--- src/sv/wma_ram.sv ---
module wma_ram #(
  parameter int WIDTH = 8,
  parameter int DEPTH = 16,
  localparam int ADDR_W = $clog2(DEPTH)
) (
  input  logic              clk,
  input  logic              we,
  input  logic [ADDR_W-1:0] waddr,
  input  logic [WIDTH-1:0]  wdata,
  input  logic [ADDR_W-1:0] raddr,
  output logic [WIDTH-1:0]  rdata
);

  logic [WIDTH-1:0] mem [DEPTH];

  always_ff @(posedge clk) begin
    if (we) begin
      mem[waddr] <= wdata;
    end
    rdata <= mem[raddr];
  end

endmodule
--- config.mk ---
export PLATFORM = sky130hd
export DESIGN_NAME = wma_ram
export DESIGN_NICKNAME = d
export VERILOG_FILES = /design/src/sv/wma_ram.sv
export SDC_FILE = /design/constraint.sdc
export NUM_CORES = 1
export LEC_CHECK = 0
export BUFFER_PORTS_ARGS = -buffer_cell sky130_fd_sc_hd__buf_2
export CAP_MARGIN = 10
export CELL_PAD_IN_SITES_DETAIL_PLACEMENT = 1
export CELL_PAD_IN_SITES_GLOBAL_PLACEMENT = 1
export CORE_UTILIZATION = 30
export CTS_CLUSTER_SIZE = 12
export DETAILED_ROUTE_END_ITERATION = 6
export GPL_ROUTABILITY_DRIVEN = 0
export PLACE_DENSITY = 0.61
export REMOVE_ABC_BUFFERS = 1
export SYNTH_ARGS = -nofsm -noshare
export SYNTH_HDL_FRONTEND = slang
export SYNTH_SLANG_ARGS = --single-unit
--- constraint.sdc ---
create_clock -name clk -period 2 [get_ports clk]
set_clock_uncertainty 0.05 [all_clocks]
set_input_delay 0.2 -clock clk [delete_from_list [all_inputs] [get_ports clk]]
set_output_delay 0.2 -clock clk [all_outputs]
set_load 0.01 [all_outputs]
==> flow_summary.ini <==
[logic_synthesis]
yosys_warnings = 0
synth-compound-area-share_pct = 2.33
synth.most_common_cell = edfxtp_1
synthesis.area_um2 = 5150
synth_top_area_share_pct = 74.7
yosysUniqueCellTypes = 19
async_flop_share_pct = 0
synth.area.mux_share_pct = 15.0
ys_seq_area_share_pct = 77.8
synth_top_area_cell = edfxtp_1
synthTopCellsByArea = edfxtp_1 75%, mux4_2 7.9%, mux4_1 7.1%
yosys.area_share.simple_pct = 3.18
ys_ff_latch = 136
synth_top_family_by_area = multiplexers
synthCells = 229
synth_edf_count = 128
synthTopCellsByCount = 128 x edfxtp_1, 18 x mux4_2, 16 x a22oi_1
synth.avg_cell_area_um2 = 22.5
synth-xor-area-share_pct = 0
yosys_most_used_dff = edfxtp_1
yosys.area_share.adder_pct = 0

[final_layout]
final_area_um2 = 6320
antennaDiodeCount = 0
area_delta_synth_final_pct = 22.9
finalNetCount = 307
layout-drive-gt1-share_pct = 33.4

[timing]
worst-slew-pin-transition_ns = 0.512
finalSetupTns_ns = 0
finalSetupViolCount = 0
drv_slew = 0
period_needed_ns = 1.41
fin_crit_sh_pct = 70.4
finalHoldWorstSlack_ns = 0.123
rsz0062_at_grt = no
hold_viol_final = 0
fmax_mhz = 710
slew_headroom_pct = 65.9

[floorplan]
start_util_pct = 30.9
coreArea_um2 = 16600
rows = 47
die_y_um = 133
die-area_um2 = 17700
io_pins = 26
chipWidth_um = 133

[routing]
first_pass_iters = 4
wire_per_inst_um = 21.1
drtIter0Drc = 146
vias = 2499
ant_nets = 0
drc = 0
vias_per_cell = 4.79
routed_wirelength_um = 11000

[worst_setup_path]
worstSetupStartpoint = mem[0][1]$_DFFE_PP_
crit_path_end_kind = flop
required_ns = 2.24
arrival_ns = 1.64
start_kind = flop
worst-setup-path-type = reg -> reg
rr_startpoint = mem[0][1]$_DFFE_PP_
critPathMaxFanout = 1

[clocking]
cts_tree = yes
clockRootBuffer = clkbuf_16
clk_path_buf_depth = 2
postCtsSetupBuffers = 0
cts.clk_slew.worst_paths_ns = 0.06
cts_buffers = 17
h-tree-depth = 4
clock_latency_ns = 0.41
cts_resized = 0
hold_buffers = 0
clkSinkCount = 136

[hold_path]
hold_start = wdata[5]
hold_path.class = in -> reg

[global_route]
gr-total-overflow = 0
grt_pass1_wl_um = 16800
first_global_vias = 2747
groute.usage.overall_pct = 13.6
antenna_found_initial = 0
grt_max_degree = 18

[place]
portBuffers = 25
placed_cell_area_um2 = 5680
dp_hpwl_um = 7160

[pwr]
vdd_drop_max_mv = 0.627
leakage_nw = 2.16
p_per_area_nw_per_um2 = 1090

[flow_run]
drv_cap = 0

[outcome]
status = completed
## worst paths after layout
| kind | endpoint | slack [ns] | cells past startpoint |
|---|---|---|---|
| min reg2reg | rdata[5]$_DFF_P_ | 0.63 | 3 |
| max | rdata[1]$_DFF_P_ | 0.59 | 3 |
| max reg2reg | rdata[1]$_DFF_P_ | 0.59 | 3 |
| min | mem[8][5]$_DFFE_PP_ | 0.12 | 1 |
## registers in the layout, indices dropped and copies added, names as in the netlist
register	flops
rdata	8
mem	128
## power breakdown
| part | leakage, nW | total, mW | switching [mW] | internal (mW) |
|---|---|---|---|---|
| registers | 1.22 | 3.21 | 0.0206 | 3.19 |
| logic | 0.615 | 0.315 | 0.178 | 0.137 |
| clock network | 0.317 | 3.36 | 1.13 | 2.23 |
| total | 2.16 | 6.88 | 1.33 | 5.55 |
## kinds of logic after synthesis
logic type             after synthesis
AO/OA/AOI/OAI                       16
buffers and inverters               10
flip-flops                         136
multiplexers                        32
AND/OR/NAND/NOR                     35
## layout make-up
cell class | instances | area, um2
Clock inverter | 14 | 204
Multi-Input combinational cell | 83 | 1060
Sequential cell | 136 | 4000
Tap cell | 220 | 275
Timing Repair Buffer | 51 | 345
Fill cell | 1605 | 10300
Clock buffer | 18 | 439
## critical path, cell delays in order, from the launching register on
cell      delay [ns]
edfxtp_1        0.38
mux4_1          0.49
a22oi_1         0.25
nand2_1         0.11
## stage by stage
stage               setup slack [ns]  cells  power [mW]  utilization, %
floorplan                      0.257    219        3.40               -
global placement               0.253    490        3.58            34.1
detailed placement             0.269    490        3.59            34.1
CTS                            0.523    522        6.96            38.0
global route                   0.498    522        7.07            38.0
finish                         0.592    522        6.88            38.0
## metal layers
layer,routed length (um),track usage (%),up-vias
met1,4800,16.9,1333
li1,-,-,1090
met5,0,0,-
met4,103,4.60,0
met2,5570,22.3,66
met3,540,4.41,10
## placed cells by master, fill, tap and decap left out
cell type	synthesis	final
nor3_1	4	4
dfxtp_1	8	8
nor2_1	13	13
or3b_2	1	1
nor2b_1	1	1
nand3_1	1	1
clkinv_2	0	5
a22oi_1	16	16
bufinv_16	0	5
buf_4	1	24
and2_1	1	1
mux4_2	18	18
buf_12	0	2
edfxtp_1	128	128
mux4_1	14	14
buf_2	3	25
clkbuf_8	0	1
and2b_1	1	1
clkbuf_16	0	17
clkinv_1	0	1
nand3b_1	2	2
clkinvlp_4	0	1
nand2_1	9	9
clkinv_4	0	2
nand2b_1	2	2
No activity file was read; power rests on OpenSTA's default activity.
